`src/design/hte_pkg.sv`:
```
// hte_pkg: shared types, constants and helpers for the hashtag extractor.
// Used by hte_scanner, hte_out_fifo and hashtag_extractor; depends on nothing.
package hte_pkg;

    // default sizing, handed down from the top level parameters
    localparam int MAX_TAGS_DEF      = 32;
    localparam int MAX_TAG_BYTES_DEF = 128;
    localparam int TEXT_BYTES_DEF    = 4096;

    localparam int PREFIX_BYTES = 7;
    localparam logic [7:0] BODY_LEN_MAX = 8'd255;
    localparam logic [5:0] COUNT_MAX    = 6'd63;

    // result queue
    localparam int OUT_DEPTH    = 8;
    localparam int OUT_PTR_W    = $clog2(OUT_DEPTH);
    localparam int OUT_CNT_W    = $clog2(OUT_DEPTH + 1);
    // one item in the input register plus one being accepted: two results each
    localparam int ACCEPT_LEVEL = OUT_DEPTH - 4;

    // register map
    localparam logic [1:0] REG_SKIP_PREFIX  = 2'd0;
    localparam logic [1:0] REG_LEN_LIMIT    = 2'd1;
    localparam logic [1:0] REG_COUNT_LIMIT  = 2'd2;

    localparam logic [55:0] SKIP_PREFIX_RST = 56'd13345264121768051;
    localparam logic [7:0]  LEN_LIMIT_RST   = 8'd128;
    localparam logic [5:0]  COUNT_LIMIT_RST = 6'd32;

    // byte codes
    localparam logic [7:0] CH_END      = 8'h00;
    localparam logic [7:0] CH_TAB      = 8'h09;
    localparam logic [7:0] CH_CR       = 8'h0D;
    localparam logic [7:0] CH_SPACE    = 8'h20;
    localparam logic [7:0] CH_BANG     = 8'h21;
    localparam logic [7:0] CH_HASH     = 8'h23;
    localparam logic [7:0] CH_RPAREN   = 8'h29;
    localparam logic [7:0] CH_COMMA    = 8'h2C;
    localparam logic [7:0] CH_PERIOD   = 8'h2E;
    localparam logic [7:0] CH_COLON    = 8'h3A;
    localparam logic [7:0] CH_SEMI     = 8'h3B;
    localparam logic [7:0] CH_QUESTION = 8'h3F;
    localparam logic [7:0] CH_RBRACKET = 8'h5D;
    localparam logic [7:0] CH_RBRACE   = 8'h7D;

    localparam logic KIND_TAG     = 1'b0;
    localparam logic KIND_SUMMARY = 1'b1;

    typedef enum logic [2:0] {
        SCAN_OUT  = 3'b001,
        SCAN_TAG  = 3'b010,
        SCAN_STOP = 3'b100
    } scan_mode_t;

    typedef struct packed {
        logic        kind;
        logic [4:0]  tag_number;
        logic [11:0] tag_start;
        logic [6:0]  tag_length;
        logic [5:0]  tag_count;
        logic        limit_reached;
        logic        last;
    } result_t;

    typedef struct packed {
        logic [55:0] skip_prefix;
        logic [7:0]  tag_length_limit;
        logic [5:0]  tag_count_limit;
    } cfg_t;

    // up to two results per byte, tag result ahead of summary
    typedef struct packed {
        logic    tag_valid;
        logic    sum_valid;
        result_t tag_res;
        result_t sum_res;
    } push_t;

    function automatic logic is_stop_byte(input logic [7:0] c);
        logic ws;
        ws = (c == CH_END) || (c == CH_SPACE) || ((c >= CH_TAB) && (c <= CH_CR));
        return ws || (c == CH_COMMA) || (c == CH_PERIOD) || (c == CH_SEMI) ||
               (c == CH_COLON) || (c == CH_BANG) || (c == CH_QUESTION) ||
               (c == CH_RPAREN) || (c == CH_RBRACKET) || (c == CH_RBRACE);
    endfunction

endpackage

```
`src/design/hte_scanner.sv`:
```
// hte_scanner: input byte register and per-text scan state; emits tag and
// summary results for each registered byte. Depends on hte_pkg.
module hte_scanner #(
    parameter int MAX_TAGS      = hte_pkg::MAX_TAGS_DEF,
    parameter int MAX_TAG_BYTES = hte_pkg::MAX_TAG_BYTES_DEF,
    parameter int TEXT_BYTES    = hte_pkg::TEXT_BYTES_DEF
) (
    input  logic           clk,
    input  logic           rst_n,
    input  logic           in_load,
    input  logic [7:0]     in_byte,
    input  hte_pkg::cfg_t  cfg,
    output hte_pkg::push_t push
);

    localparam int POS_W = $clog2(TEXT_BYTES);
    localparam logic [POS_W-1:0] POS_MAX = POS_W'(TEXT_BYTES - 1);

    logic                in_valid_reg;
    logic [7:0]          in_byte_reg;

    hte_pkg::scan_mode_t mode_reg, mode_next;
    logic [POS_W-1:0]    pos_reg, pos_next;
    logic [POS_W-1:0]    start_reg, start_next;
    logic [7:0]          len_reg, len_next;
    logic                match_reg, match_next;
    logic [5:0]          count_reg, count_next;
    logic                stopped_reg, stopped_next;

    logic        is_end;
    logic        stop;
    logic        too_long;
    logic        count_full;
    logic        metadata;
    logic [63:0] prefix_ext;
    logic [7:0]  want;

    assign is_end     = (in_byte_reg == hte_pkg::CH_END);
    assign stop       = hte_pkg::is_stop_byte(in_byte_reg);
    assign too_long   = (len_reg >= cfg.tag_length_limit) ||
                        (16'(len_reg) >= 16'(MAX_TAG_BYTES));
    assign count_full = (count_reg >= cfg.tag_count_limit) ||
                        (16'(count_reg) >= 16'(MAX_TAGS));
    assign metadata   = (len_reg >= 8'(hte_pkg::PREFIX_BYTES)) && match_reg;
    assign prefix_ext = {8'h00, cfg.skip_prefix};
    assign want       = prefix_ext[{len_reg[2:0], 3'b000} +: 8];

    always_comb
    begin
        mode_next    = mode_reg;
        pos_next     = pos_reg;
        start_next   = start_reg;
        len_next     = len_reg;
        match_next   = match_reg;
        count_next   = count_reg;
        stopped_next = stopped_reg;
        push         = '0;

        if (in_valid_reg)
        begin
            unique case (mode_reg)
                hte_pkg::SCAN_TAG:
                begin
                    if (stop)
                    begin
                        mode_next = hte_pkg::SCAN_OUT;
                        if (len_reg == 8'd0 || metadata || too_long)
                        begin
                            // dropped
                        end
                        else if (count_full)
                        begin
                            mode_next    = hte_pkg::SCAN_STOP;
                            stopped_next = 1'b1;
                        end
                        else
                        begin
                            if (count_reg < hte_pkg::COUNT_MAX)
                                count_next = count_reg + 6'd1;
                            push.tag_valid             = 1'b1;
                            push.tag_res.kind          = hte_pkg::KIND_TAG;
                            push.tag_res.tag_number    = count_reg[4:0];
                            push.tag_res.tag_start     = 12'(32'(start_reg));
                            push.tag_res.tag_length    = len_reg[6:0];
                            push.tag_res.tag_count     = count_next;
                            push.tag_res.limit_reached = 1'b0;
                            push.tag_res.last          = !is_end;
                        end
                    end
                    else
                    begin
                        if (len_reg < 8'(hte_pkg::PREFIX_BYTES) && want != in_byte_reg)
                            match_next = 1'b0;
                        if (len_reg != hte_pkg::BODY_LEN_MAX)
                            len_next = len_reg + 8'd1;
                    end
                end
                hte_pkg::SCAN_STOP:
                begin
                    // rest of the text is ignored
                end
                default:
                begin
                    if (in_byte_reg == hte_pkg::CH_HASH)
                    begin
                        mode_next  = hte_pkg::SCAN_TAG;
                        start_next = (pos_reg < POS_MAX) ? pos_reg + POS_W'(1) : POS_MAX;
                        len_next   = 8'd0;
                        match_next = 1'b1;
                    end
                end
            endcase

            if (is_end)
            begin
                push.sum_valid             = 1'b1;
                push.sum_res.kind          = hte_pkg::KIND_SUMMARY;
                push.sum_res.tag_count     = count_next;
                push.sum_res.limit_reached = stopped_next;
                push.sum_res.last          = 1'b1;
                mode_next    = hte_pkg::SCAN_OUT;
                pos_next     = '0;
                start_next   = '0;
                len_next     = 8'd0;
                match_next   = 1'b1;
                count_next   = 6'd0;
                stopped_next = 1'b0;
            end
            else if (pos_reg < POS_MAX)
            begin
                pos_next = pos_reg + POS_W'(1);
            end
        end
    end

    always_ff @(posedge clk or negedge rst_n)
    begin
        if (!rst_n)
        begin
            in_valid_reg <= 1'b0;
            mode_reg     <= hte_pkg::SCAN_OUT;
            pos_reg      <= '0;
            start_reg    <= '0;
            len_reg      <= 8'd0;
            match_reg    <= 1'b1;
            count_reg    <= 6'd0;
            stopped_reg  <= 1'b0;
        end
        else
        begin
            in_valid_reg <= in_load;
            mode_reg     <= mode_next;
            pos_reg      <= pos_next;
            start_reg    <= start_next;
            len_reg      <= len_next;
            match_reg    <= match_next;
            count_reg    <= count_next;
            stopped_reg  <= stopped_next;
        end
    end

    always_ff @(posedge clk)
    begin
        if (in_load)
            in_byte_reg <= in_byte;
    end

`ifndef SYNTHESIS
    // end of text returns all per-text state to its idle values
    a_clear_after_end: assert property (@(posedge clk) disable iff (!rst_n)
        (in_valid_reg && in_byte_reg == hte_pkg::CH_END) |=>
        (count_reg == 6'd0 && mode_reg == hte_pkg::SCAN_OUT && !stopped_reg))
        else $error("scan state not cleared after end of text");

    // the stop flag and the stopped mode always travel together
    a_stop_consistent: assert property (@(posedge clk) disable iff (!rst_n)
        stopped_reg == (mode_reg == hte_pkg::SCAN_STOP))
        else $error("stop flag and scan mode disagree");
`endif

endmodule

```
`src/design/hte_out_fifo.sv`:
```
// hte_out_fifo: eight-entry result queue taking up to two results a cycle
// and presenting one on the master stream side. Depends on hte_pkg.
module hte_out_fifo (
    input  logic              clk,
    input  logic              rst_n,
    input  hte_pkg::push_t    push,
    input  logic              pop_ready,
    output logic              head_valid,
    output hte_pkg::result_t  head,
    output logic              room
);

    hte_pkg::result_t mem [hte_pkg::OUT_DEPTH];

    logic [hte_pkg::OUT_PTR_W-1:0] wr_ptr_reg, wr_ptr_next;
    logic [hte_pkg::OUT_PTR_W-1:0] rd_ptr_reg, rd_ptr_next;
    logic [hte_pkg::OUT_CNT_W-1:0] count_reg, count_next;
    logic [1:0]                    push_n;
    logic                          pop;
    logic [hte_pkg::OUT_PTR_W-1:0] wr_ptr_inc;

    assign push_n      = {1'b0, push.tag_valid} + {1'b0, push.sum_valid};
    assign head_valid  = (count_reg != '0);
    assign pop         = head_valid && pop_ready;
    assign head        = mem[rd_ptr_reg];
    assign room        = (count_reg <= hte_pkg::OUT_CNT_W'(hte_pkg::ACCEPT_LEVEL));
    assign wr_ptr_inc  = wr_ptr_reg + hte_pkg::OUT_PTR_W'(1);
    assign wr_ptr_next = wr_ptr_reg + hte_pkg::OUT_PTR_W'(push_n);
    assign rd_ptr_next = rd_ptr_reg + hte_pkg::OUT_PTR_W'(pop);
    assign count_next  = count_reg + hte_pkg::OUT_CNT_W'(push_n)
                         - hte_pkg::OUT_CNT_W'(pop);

    always_ff @(posedge clk)
    begin
        if (push.tag_valid && push.sum_valid)
        begin
            mem[wr_ptr_reg] <= push.tag_res;
            mem[wr_ptr_inc] <= push.sum_res;
        end
        else if (push.tag_valid)
        begin
            mem[wr_ptr_reg] <= push.tag_res;
        end
        else if (push.sum_valid)
        begin
            mem[wr_ptr_reg] <= push.sum_res;
        end
    end

    always_ff @(posedge clk or negedge rst_n)
    begin
        if (!rst_n)
        begin
            wr_ptr_reg <= '0;
            rd_ptr_reg <= '0;
            count_reg  <= '0;
        end
        else
        begin
            wr_ptr_reg <= wr_ptr_next;
            rd_ptr_reg <= rd_ptr_next;
            count_reg  <= count_next;
        end
    end

`ifndef SYNTHESIS
    // the accept threshold must leave room for every push, even with no pop
    a_no_overflow: assert property (@(posedge clk) disable iff (!rst_n)
        ({1'b0, count_reg} + (hte_pkg::OUT_CNT_W + 1)'(push_n)) <=
        (hte_pkg::OUT_CNT_W + 1)'(hte_pkg::OUT_DEPTH))
        else $error("result queue overflow");

    // fill level and pointers stay in step
    a_ptr_level: assert property (@(posedge clk) disable iff (!rst_n)
        (count_reg != hte_pkg::OUT_CNT_W'(hte_pkg::OUT_DEPTH)) |->
        ((hte_pkg::OUT_PTR_W'(wr_ptr_reg - rd_ptr_reg)) ==
         hte_pkg::OUT_PTR_W'(count_reg)))
        else $error("result queue pointers out of step with fill level");
`endif

endmodule

```
`src/design/hashtag_extractor.sv`:
```
// hashtag_extractor: top level with the APB register file, scanner and
// result queue. Depends on hte_pkg, hte_scanner and hte_out_fifo.
//
// Timing: an accepted byte is captured in the scanner input register and scanned
// from there; its results are written into the result queue, and with an empty
// queue m_tvalid rises as soon as they are written.
// Throughput: one byte per cycle; s_tready drops only while more than four of
// the eight result queue entries are occupied (a stalled m_tready).
// Reset: rst_n is asynchronous, active low; it clears scan state and the queue
// and loads register defaults. No clearing pass: the block is ready at once.
module hashtag_extractor #(
    parameter int MAX_TAGS      = hte_pkg::MAX_TAGS_DEF,
    parameter int MAX_TAG_BYTES = hte_pkg::MAX_TAG_BYTES_DEF,
    parameter int TEXT_BYTES    = hte_pkg::TEXT_BYTES_DEF
) (
    input  logic        clk,
    input  logic        rst_n,

    // APB configuration port, registers at byte addresses 0, 8, 16
    input  logic        psel,
    input  logic        penable,
    input  logic        pwrite,
    input  logic [4:0]  paddr,
    input  logic [63:0] pwdata,
    output logic [63:0] prdata,
    output logic        pready,

    // input byte stream
    input  logic        s_tvalid,
    output logic        s_tready,
    input  logic [7:0]  s_tdata,    // [7:0] char_code

    // result stream
    output logic        m_tvalid,
    input  logic        m_tready,
    output logic [31:0] m_tdata,    // [4:0] tag_number, [16:5] tag_start,
                                    // [23:17] tag_length, [29:24] tag_count,
                                    // [30] limit_reached, [31] zero
    output logic        m_tuser,    // [0] kind: 0 tag, 1 end-of-text summary
    output logic        m_tlast     // final result for the input byte
);

    // ---------------------------------------------------------------
    // Configuration registers. Writes land on the access phase; the scanner
    // reads them directly. The user must change them only while idle; unchecked.
    // ---------------------------------------------------------------
    logic [55:0] skip_prefix_reg;
    logic [7:0]  len_limit_reg;
    logic [5:0]  count_limit_reg;
    logic        wr_en;
    logic [1:0]  reg_sel;

    assign pready  = 1'b1;
    assign reg_sel = paddr[4:3];
    assign wr_en   = psel && penable && pwrite && pready;

    always_ff @(posedge clk or negedge rst_n)
    begin
        if (!rst_n)
        begin
            skip_prefix_reg <= hte_pkg::SKIP_PREFIX_RST;
            len_limit_reg   <= hte_pkg::LEN_LIMIT_RST;
            count_limit_reg <= hte_pkg::COUNT_LIMIT_RST;
        end
        else if (wr_en)
        begin
            unique case (reg_sel)
                hte_pkg::REG_SKIP_PREFIX: skip_prefix_reg <= pwdata[55:0];
                hte_pkg::REG_LEN_LIMIT:   len_limit_reg   <= pwdata[7:0];
                hte_pkg::REG_COUNT_LIMIT: count_limit_reg <= pwdata[5:0];
                default:
                begin
                    // unmapped address: write dropped
                end
            endcase
        end
    end

    always_comb
    begin
        unique case (reg_sel)
            hte_pkg::REG_SKIP_PREFIX: prdata = {8'h00, skip_prefix_reg};
            hte_pkg::REG_LEN_LIMIT:   prdata = {56'd0, len_limit_reg};
            hte_pkg::REG_COUNT_LIMIT: prdata = {58'd0, count_limit_reg};
            default:                  prdata = 64'd0;
        endcase
    end

    hte_pkg::cfg_t cfg;

    assign cfg.skip_prefix      = skip_prefix_reg;
    assign cfg.tag_length_limit = len_limit_reg;
    assign cfg.tag_count_limit  = count_limit_reg;

    // ---------------------------------------------------------------
    // Scanner: input register plus scan state; up to two results per
    // byte (a closing tag, then the summary on the end-of-text byte).
    // ---------------------------------------------------------------
    hte_pkg::push_t   push;
    hte_pkg::result_t head;
    logic             room;
    logic             in_load;

    assign s_tready = room;
    assign in_load  = s_tvalid && s_tready;

    hte_scanner #(
        .MAX_TAGS      (MAX_TAGS),
        .MAX_TAG_BYTES (MAX_TAG_BYTES),
        .TEXT_BYTES    (TEXT_BYTES)
    ) u_scanner (
        .clk     (clk),
        .rst_n   (rst_n),
        .in_load (in_load),
        .in_byte (s_tdata),
        .cfg     (cfg),
        .push    (push)
    );

    // ---------------------------------------------------------------
    // Result queue: decouples the scanner from output back-pressure.
    // ---------------------------------------------------------------
    hte_out_fifo u_out_fifo (
        .clk        (clk),
        .rst_n      (rst_n),
        .push       (push),
        .pop_ready  (m_tready),
        .head_valid (m_tvalid),
        .head       (head),
        .room       (room)
    );

    assign m_tdata = {1'b0, head.limit_reached, head.tag_count, head.tag_length,
                      head.tag_start, head.tag_number};
    assign m_tuser = head.kind;
    assign m_tlast = head.last;

endmodule
```
`config.mk`:
```
export PLATFORM = sky130hd
export DESIGN_NAME = hashtag_extractor
export DESIGN_NICKNAME = d
export VERILOG_FILES = /design/src/design/hte_pkg.sv /design/src/design/hte_scanner.sv /design/src/design/hte_out_fifo.sv /design/src/design/hashtag_extractor.sv
export SDC_FILE = /design/constraint.sdc
export NUM_CORES = 1
export LEC_CHECK = 0
export CORE_MARGIN = 2
export CORE_UTILIZATION = 30
export CTS_BUF_LIST = sky130_fd_sc_hd__clkbuf_4 sky130_fd_sc_hd__clkbuf_8
export DETAILED_ROUTE_END_ITERATION = 10
export DONT_BUFFER_PORTS = 1
export MAX_ROUTING_LAYER = met4
export PLACE_DENSITY = 0.51
export SKIP_CTS_REPAIR_TIMING = 1
export SYNTH_ARGS = -nofsm -noshare
export SYNTH_HDL_FRONTEND = slang
export SYNTH_SLANG_ARGS = --single-unit
```
`constraint.sdc`:
```
create_clock -name clk -period 4.5 [get_ports clk]
set_clock_uncertainty 0.15 [all_clocks]
set_input_delay 0.225 -clock clk [delete_from_list [all_inputs] [get_ports clk]]
set_output_delay 0.225 -clock clk [all_outputs]
set_load 0.01 [all_outputs]
```
==> impl_metrics.env, run 1 <==
export IMPL_worstPathRequired_ns=4.90
export IMPL_gp_congestion=0.8186
export IMPL_dp_hpwl_mm=34.75
export IMPL_clk_insertion_delay_late_ns=0.65
export IMPL_start_util=0.3041
export IMPL_area_delta_synth_final_pct=16.94
export IMPL_synthTopCellsByArea="dfxtp_1, edfxtp_1, dfrtp_1"
export IMPL_final_hold_violation_count=0
export IMPL_cp_start_kind="flop"
export IMPL_grt_pass1_wl_mm=82.57
export IMPL_final_layout_size_suffix_gt1_frac=0.2084
export IMPL_p_seq_frac=0.442
export IMPL_path_clk_slew_ns=0.06
export IMPL_synth_edf_count=80
export IMPL_synth_top_area_share=0.2044
export IMPL_maxCapViolations=0
export IMPL_rsz0062_at_grt="false"
export IMPL_die_w_um=254.3
export IMPL_dp_cells=2529
export IMPL_clkPwrFrac=0.364
export IMPL_ys_seq_area_frac=0.4996
export IMPL_io_pin_count=185
export IMPL_whs_ns=0.06420
export IMPL_relSlewSlack=0.2979
export IMPL_cts_buffers_inserted=71
export IMPL_grt_use_met1=0.2093
export IMPL_synth_seq_cells=396
export IMPL_grt_max_degree=125
export IMPL_ys_warn_count=0
export IMPL_status="finished clean"
export IMPL_via_per_inst=5.132
export IMPL_cp_arrival_ns=4.45
export IMPL_pwr_share_comb=0.193
export IMPL_wl_per_cell_um=19.82
export IMPL_yosysUniqueCellTypes=71
export IMPL_pwr_density_cell_nw_per_um2=456.3
export IMPL_crit_fanout=7
export IMPL_grt_usage=0.1721
export IMPL_wirelength_mm=54.19
export IMPL_antenna_left=0
export IMPL_grt_pass1_vias=14080
export IMPL_hold_class="primary input to asynchronous set/reset pin"
export IMPL_die_area_sq_um=64690
export IMPL_syn_area_sq_um=18800
export IMPL_grt_busiest_layer="met2"
export IMPL_drc_errors=0
export IMPL_numPortBuffers=0
export IMPL_final_setup_tns_ns=0
export IMPL_setup_viol_count_final=0
export IMPL_drt_initial_drc_count=958
export IMPL_synth_most_common_cell="o21ai_0"
export IMPL_core_area_sq_um=61830
export IMPL_met3_usage=0.04052
export IMPL_fmax_mhz=246.8
export IMPL_min_period_ns=4.052
export IMPL_power_switching_mw=3.028
export IMPL_instances_no_fill=2734
export IMPL_final_nets=1960
export IMPL_endpoint_kind="flop"
export IMPL_synth_area_leader_cell="dfxtp_1"
export IMPL_synth_common_cells="o21ai_0, nand3_1, dfxtp_1, nand2_1"
export IMPL_power_leakage_nw=7.909
export IMPL_synth_ff_type="dfxtp_1"
export IMPL_crit_type="flop to flop"
export IMPL_syn_inst=1783
export IMPL_grt_met2_usage=0.2842
export IMPL_sw_frac_of_total=0.3018
export IMPL_worst_pin_slew_ns=1.053
export IMPL_htreeDepth=3
export IMPL_post_route_period_util=0.9005
export IMPL_antenna_found_initial=2
export IMPL_num_rows=91
export IMPL_cts_max_path_buffers=3
export IMPL_vias=14030
export IMPL_drtPass1Iterations=6
export IMPL_syn_area_per_cell_sq_um=10.55
export IMPL_peakVddDrop_uv=275.8
export IMPL_intPower_mw=7.004
export IMPL_ys_async_sr_fraction=0.3131
export IMPL_root_buffer="clkbuf_8"
export IMPL_grt_overflow_total=0
export IMPL_die_y_um=254.3
export IMPL_cts_tree="done"
export IMPL_largest_reg_flops=264
export IMPL_clock_sinks=396
export IMPL_maxSlewViolCount=0
==> path summary, 6_finish.rpt <==
kind,from,depth (start not counted),slack [ns],endpoint
max,len_limit_reg[7],17,0.45,u_out_fifo.count_reg[3]
min,rst_n,2,0.06,skip_prefix_reg[54]
max reg2reg,len_limit_reg[7],17,0.45,u_out_fifo.count_reg[3]
min reg2reg,u_out_fifo.mem[3][16],2,0.32,u_out_fifo.mem[3][16]
max in group asynchronous,rst_n,2,3.55,u_out_fifo.rd_ptr_reg[0]
min in group clk,s_tdata[4],1,0.08,u_scanner.in_byte_reg[4]
==> worst max-delay path, cell delays in order (launching register included) <==
cell and delay (ns):
dfstp_2 0.53, inv_1 0.05, ha_1 0.30, a211oi_1 0.21
o21ai_0 0.14, nor3b_1 0.25, o211ai_2 0.20, nor2_8 0.18
nand2_1 0.13, inv_1 0.14, ha_1 0.33, inv_1 0.13
ha_1 0.34, inv_1 0.06, ha_1 0.29, a21o_1 0.18
a21oi_1 0.18, xor2_1 0.17
==> final cells by class <==
| class | count | area [sq um] |
|---|---|---|
| diodes | 2 | 5.005 |
| clock buffers | 115 | 1395 |
| clock inverters | 13 | 166.4 |
| fillers | 6129 | 39840 |
| inverters | 38 | 142.6 |
| multi-input cells | 1215 | 8715 |
| flip-flops and latches | 396 | 9399 |
| well taps | 837 | 1047 |
| repair buffers | 118 | 1116 |
==> stage by stage <==
stage | total power, mW | instance area, sq um | setup slack, ns | utilization
CTS | 10.12 | 21210 | 0.3185 | 0.3430
floorplan | 5.818 | 18830 | 0.3163 | -
global placement | 6.373 | 19640 | 0.3804 | 0.3177
global route | 10.57 | 21990 | 0.05654 | 0.3556
detailed placement | 6.413 | 19640 | 0.3823 | 0.3177
finish | 10.03 | 21990 | 0.4476 | 0.3556
==> cell families after synthesis <==
logic type      share of synthesized area
fa+ha+maj                         0.02476
mux                                0.1559
xor+xnor                          0.01397
buf+inv                           0.04059
compound gates                     0.1126
flops                              0.4996
other cells                     0.0003994
simple gates                       0.1523
==> routing by layer <==
metal / up-vias / part of all wire
met2: 475 / 0.49
li1: 6594 / -
met5: - / 0
met3: 74 / 0.063
met4: 0 / 0.018
met1: 6889 / 0.43
==> power groups by stage <==
stage | Combinational (mW) | Clock, mW | Sequential (mW)
floorplan | 1.66 | 0 | 4.16
global placement | 1.86 | 0 | 4.51
detailed placement | 1.89 | 0 | 4.52
CTS | 1.90 | 3.77 | 4.45
global route | 2.14 | 3.92 | 4.50
finish | 1.94 | 3.66 | 4.44
==> cell usage in the layout (no fill, tap or decap), types with 37 or more instances in the layout <==
cell / count
a21oi_1: 40
and2_1: 60
buf_4: 41
clkbuf_8: 85
dfrtp_1: 86
dfxtp_1: 192
dlygate4sd3_1: 74
edfxtp_1: 80
inv_1: 37
mux2_2: 101
mux4_2: 68
nand2_1: 119
nand3_1: 219
nor2_1: 78
o21ai_0: 251
Power figures use the tool's default switching activity.
==> run 2, diff against run 1 <==
==> constraint.sdc (replaced) <==
create_clock -name clk -period 4.5 [get_ports clk]
set_clock_uncertainty 0.15 [all_clocks]
set_input_delay 0.675 -clock clk [delete_from_list [all_inputs] [get_ports clk]]
set_output_delay 0.675 -clock clk [all_outputs]
set_load 0.01 [all_outputs]
==> impl_metrics.env, run 2 (synthesis gave the netlist of run 1 again) <==
export IMPL_status="finished clean"
export IMPL_final_hold_violation_count=0
export IMPL_die_area_sq_um=64690
export IMPL_drc_errors=0
export IMPL_gp_congestion=0.8093
export IMPL_start_util=0.3041
export IMPL_io_pin_count=185
export IMPL_antenna_found_initial=2
export IMPL_clk_insertion_delay_late_ns=0.65
export IMPL_crit_type="flop to flop"
export IMPL_cp_start_kind="flop"
export IMPL_relSlewSlack=0.2370
export IMPL_cp_arrival_ns=4.14
export IMPL_core_area_sq_um=61830
export IMPL_min_delay_start="pwdata[2]"
export IMPL_ff2ff_path_depth=12
export IMPL_grt_usage=0.1719
export IMPL_grt_max_degree=125
export IMPL_power_leakage_nw=7.853
export IMPL_dp_cells=2531
export IMPL_worstPathRequired_ns=4.63
export IMPL_r2r_end="u_out_fifo.mem[3][1]"
export IMPL_die_w_um=254.3
export IMPL_pwr_density_cell_nw_per_um2=465.2
export IMPL_area_delta_synth_final_pct=16.10
export IMPL_r2r_start="u_scanner.count_reg[2]"
export IMPL_final_cell_mix="o21ai_0, nand3_1, dfxtp_1, nand2_1, mux2_2"
export IMPL_peakVddDrop_uv=275.1
export IMPL_instances_no_fill=2718
export IMPL_min_path_cells=2
export IMPL_die_y_um=254.3
export IMPL_vias=14010
export IMPL_drt_initial_drc_count=989
export IMPL_intPower_mw=7.086
export IMPL_maxCapViolations=0
export IMPL_crit_fanout=11
export IMPL_power_switching_mw=3.070
export IMPL_sw_frac_of_total=0.3023
export IMPL_final_common_cell="o21ai_0"
export IMPL_wl_per_cell_um=19.99
export IMPL_whs_ns=0.02399
export IMPL_largest_reg_flops=264
export IMPL_final_setup_tns_ns=0
export IMPL_grt_pass1_vias=14010
export IMPL_antenna_left=0
export IMPL_min_period_ns=4.012
export IMPL_p_seq_frac=0.437
export IMPL_grt_overflow_total=0
export IMPL_clock_sinks=396
export IMPL_holdPathEnd="count_limit_reg[2]"
export IMPL_pwr_share_comb=0.193
export IMPL_r2r_setup_slack_ns=0.49
export IMPL_cts_buffers_inserted=74
export IMPL_via_per_inst=5.155
export IMPL_grt_pass1_wl_mm=82.68
export IMPL_maxSlewViolCount=0
export IMPL_endpoint_kind="flop"
export IMPL_num_rows=91
export IMPL_cts_tree="done"
export IMPL_n_fill_cell=6169
export IMPL_rsz0062_at_grt="false"
export IMPL_fmax_mhz=249.3
export IMPL_wirelength_mm=54.33
export IMPL_post_route_period_util=0.8915
export IMPL_total_power_mw=10.16
export IMPL_clkPwrFrac=0.371
export IMPL_worst_pin_slew_ns=1.142
export IMPL_root_buffer="clkbuf_8"
export IMPL_setup_viol_count_final=0
export IMPL_numPortBuffers=0
export IMPL_cts_max_path_buffers=3
export IMPL_dp_hpwl_mm=35.03
export IMPL_hold_class="primary input to flop"
export IMPL_drtPass1Iterations=7
export IMPL_final_nets=1943
export IMPL_htreeDepth=3
export IMPL_final_layout_size_suffix_gt1_frac=0.2118
export IMPL_path_clk_slew_ns=0.06
[run 2: through the flow]
stage	setup slack, ns	area [sq um]	util
floorplan	0.3163	18830	-
detailed placement	0.3762	19660	0.3180
global placement	0.4340	19660	0.3180
global route	0.06680	21830	0.3531
finish	0.4882	21830	0.3531
CTS	0.3266	21270	0.3441
[run 2: how the worst max path moves through the flow]
stage | startpoint | end
after detailed placement | len_limit_reg[7] | u_out_fifo.mem[3][4]
after global placement | len_limit_reg[7] | u_out_fifo.mem[1][3]
after CTS | u_scanner.count_reg[2] | u_out_fifo.mem[3][1]
final | u_scanner.count_reg[2] | u_out_fifo.mem[3][1]
after global routing | len_limit_reg[7] | u_out_fifo.mem[3][6]
after floorplan | u_scanner.len_reg[0] | u_out_fifo.mem[3][0]
[run 2: layout make-up]
class                   instances  area [sq um]  share of cell area
diodes                          2         5.005           0.0002293
clock buffers                 115          1401             0.06419
clock inverters                17         214.0            0.009801
inverters                      38         142.6            0.006534
multi-input cells            1215          8710              0.3990
flip-flops and latches        396          9399              0.4306
well taps                     837          1047             0.04797
repair buffers                 98         910.9             0.04173
[run 2: power by group through the flow]
stage          Sequential [mW]  Combinational (mW)  Clock, mW
4_1_cts                   4.45                1.94       3.88
5_1_grt                   4.49                2.15       4.05
2_1_floorplan             4.16                1.66          0
6_report                  4.43                1.96       3.76
3_5_place_dp              4.51                1.93          0
3_3_place_gp              4.50                1.91          0
[run 2: critical path: stages (launching register included)]
cell,delay (ns)
dfrtp_1,0.57
ha_1,0.31
o2111ai_1,0.21
a21oi_1,0.09
or3_1,0.46
nor2_8,0.21
nand2_1,0.15
inv_1,0.16
ha_2,0.29
inv_1,0.10
nor2_1,0.26
nand3_1,0.25
nand2_1,0.43
[run 2: layer usage]
| metal | track usage | part of all wire |
|---|---|---|
| met3 | 0.03786 | 0.063 |
| met2 | 0.2708 | 0.48 |
| met5 | - | 0 |
| met1 | 0.2188 | 0.43 |
| met4 | 0.05765 | 0.022 |
==> run 3, diff against run 2 <==
--- a/config.mk
+++ b/config.mk
@@ -11,8 +11,9 @@
 export DETAILED_ROUTE_END_ITERATION = 10
 export DONT_BUFFER_PORTS = 1
 export MAX_ROUTING_LAYER = met4
-export PLACE_DENSITY = 0.51
+export PLACE_DENSITY = 0.5
 export SKIP_CTS_REPAIR_TIMING = 1
 export SYNTH_ARGS = -nofsm -noshare
 export SYNTH_HDL_FRONTEND = slang
+export SYNTH_HIERARCHICAL = 1
 export SYNTH_SLANG_ARGS = --single-unit
==> constraint.sdc (replaced) <==
create_clock -name clk -period 4.2 [get_ports clk]
set_clock_uncertainty 0.15 [all_clocks]
set_input_delay 0.63 -clock clk [delete_from_list [all_inputs] [get_ports clk]]
set_output_delay 0.63 -clock clk [all_outputs]
set_load 0.01 [all_outputs]
==> impl_metrics.env, run 3 <==
export IMPL_synth_edf_count=272
export IMPL_relSlewSlack=0.4436
export IMPL_numPortBuffers=0
export IMPL_synth_xor_area_share=0.008044
export IMPL_crit_type="flop to flop"
export IMPL_regArea_sq_um=11320
export IMPL_cp_arrival_ns=4.39
export IMPL_yosysUniqueCellTypes=82
export IMPL_endpoint_kind="flop"
export IMPL_crit_fanout=15
export IMPL_grt_pass1_vias=14290
export IMPL_grt_use_met1=0.2085
export IMPL_setup_viol_count_final=0
export IMPL_worst_pin_slew_ns=0.8346
export IMPL_grt_met2_usage=0.2678
export IMPL_final_layout_size_suffix_gt1_frac=0.4159
export IMPL_muxShareOfSynthArea=0.2907
export IMPL_cp_start_kind="flop"
export IMPL_gp_congestion=0.8096
export IMPL_grt_overflow_total=0
export IMPL_synth_most_common_cell="mux2_2"
export IMPL_ys_seq_area_frac=0.5196
export IMPL_synth_area_leader_cell="edfxtp_1"
export IMPL_cts_tree="done"
export IMPL_fmax_mhz=250.5
export IMPL_hold_class="primary input to flop"
export IMPL_syn_inst=1534
export IMPL_clock_sinks=396
export IMPL_worstPathRequired_ns=4.60
export IMPL_status="finished clean"
export IMPL_synth_simple_area_share=0.07401
export IMPL_synth_seq_cells=396
export IMPL_ys_warn_count=6
export IMPL_syn_area_per_cell_sq_um=14.20
export IMPL_synthTopCellsByArea="edfxtp_1, mux2_2, dfrtp_1"
export IMPL_final_cell_mix="mux2_2, edfxtp_1, dfrtp_1, and2_1, clkbuf_8"
export IMPL_min_period_ns=3.992
export IMPL_drt_initial_drc_count=835
export IMPL_total_power_mw=11.69
export IMPL_synth_ff_type="edfxtp_1"
export IMPL_peakVddDrop_uv=338.4
export IMPL_die_area_sq_um=74760
export IMPL_antenna_left=0
export IMPL_wirelength_mm=59.48
export IMPL_wl_per_cell_um=22.09
export IMPL_pwr_density_cell_nw_per_um2=452.7
export IMPL_final_nets=1799
export IMPL_final_setup_tns_ns=0
export IMPL_maxCapViolations=0
export IMPL_via_per_inst=4.961
export IMPL_largest_reg_flops=264
export IMPL_root_buffer="clkbuf_8"
export IMPL_synth_common_cells="mux2_2, edfxtp_1, dfrtp_1, and2_1, mux4_2"
export IMPL_htreeDepth=3
export IMPL_vias=13360
export IMPL_synth_top_area_share=0.3751
export IMPL_setup_slack_ns=0.2085
export IMPL_area_delta_synth_final_pct=18.61
export IMPL_n_fill_cell=6915
export IMPL_instances_no_fill=2692
export IMPL_grt_max_degree=125
export IMPL_final_common_cell="mux2_2"
export IMPL_ys_async_sr_fraction=0.3131
export IMPL_cts_buffers_inserted=77
export IMPL_die_w_um=273.4
export IMPL_grt_busiest_layer="met2"
export IMPL_cts_max_path_buffers=3
export IMPL_path_clk_slew_ns=0.06
export IMPL_dp_slack_ns=0.08493
export IMPL_met3_usage=0.02825
export IMPL_die_y_um=273.4
export IMPL_final_hold_violation_count=0
export IMPL_start_util=0.3036
export IMPL_clk_insertion_delay_late_ns=0.69
export IMPL_multi_input_area_sq_um=9897
export IMPL_maxSlewViolCount=0
export IMPL_grt_pass1_wl_mm=90.00
export IMPL_rsz0062_at_grt="false"
export IMPL_syn_area_sq_um=21780
export IMPL_core_area_sq_um=71730
export IMPL_post_route_period_util=0.9504
export IMPL_yosys_area_share_adder=0.02080
export IMPL_grt_usage=0.1640
export IMPL_dp_cells=2485
export IMPL_dp_hpwl_mm=36.72
export IMPL_num_rows=98
export IMPL_drtPass1Iterations=5
export IMPL_antenna_found_initial=2
export IMPL_synth_compound_area_frac=0.04614
export IMPL_drc_errors=0
export IMPL_io_pin_count=185
export IMPL_synth_top_family_by_area="multiplexers"
export IMPL_power_leakage_nw=10.10
run 3: cell families (layout without fill, tap and decap cells):
group | after synthesis | count (layout)
muxes | 499 | 499
DFF | 396 | 396
and+or+nand+nor | 280 | 280
buffers and inverters | 157 | 331
AOI/OAI and AO/OA | 147 | 147
adders and majority gates | 35 | 35
xor gates and xnor gates | 17 | 17
other | 3 | 37
run 3: metal layers:
layer  vias to the layer above  share of wire
li1                       6115              -
met1                      6828           0.45
met2                       312           0.49
met3                       100          0.037
met4                         0          0.023
met5                         -              0
run 3: metrics by stage:
step,util,instance area (sq um),hold slack [ns]
after floorplan,-,22050,0.1844
after global placement,0.3284,23560,0.1921
after detailed placement,0.3284,23560,0.1909
after CTS,0.3503,25130,-0.5682
after global routing,0.3601,25830,0.03910
final,0.3601,25830,0.06333
run 3: layout make-up:
| class | instances | area share |
|---|---|---|
| well taps | 950 | 0.04602 |
| diodes | 1 | 0.00009689 |
| inverters | 34 | 0.005135 |
| clock buffers | 115 | 0.05304 |
| flip-flops and latches | 396 | 0.4384 |
| repair buffers | 157 | 0.06656 |
| multi-input cells | 1014 | 0.3832 |
| clock inverters | 25 | 0.007605 |
run 3: report_power, final:
| part | internal (mW) | total, mW | switching, mW | leakage [nW] |
|---|---|---|---|---|
| Sequential | 4.52 | 4.94 | 0.423 | 4.31 |
| Combinational | 1.30 | 2.77 | 1.47 | 4.96 |
| Clock | 2.18 | 3.98 | 1.80 | 0.829 |
run 3: worst paths after layout:
path,from,to,slack [ns],depth (start not counted)
min reg2reg,u_scanner/start_reg[0],u_scanner/start_reg[0],0.34,1
max reg2reg,len_limit_reg[5],u_out_fifo/count_reg[2],0.21,17
max in group asynchronous,rst_n,u_out_fifo/rd_ptr_reg[0],2.92,2
min,paddr[4],skip_prefix_reg[3],0.06,2
min in group asynchronous,rst_n,skip_prefix_reg[42],0.48,2
max,len_limit_reg[5],u_out_fifo/count_reg[2],0.21,17
run 3: critical path: stages, from the launching register on:
cell and delay, ns:
dfrtp_1 0.37, inv_1 0.06, ha_1 0.30, a21o_1 0.16, a21o_1 0.18, a2111o_1 0.40
a211o_1 0.29, and4bb_4 0.37, buf_8 0.15, inv_4 0.04, ha_4 0.27, inv_1 0.05
ha_1 0.26, inv_1 0.06, ha_1 0.18, inv_1 0.06, fa_1 0.39, xnor2_1 0.13
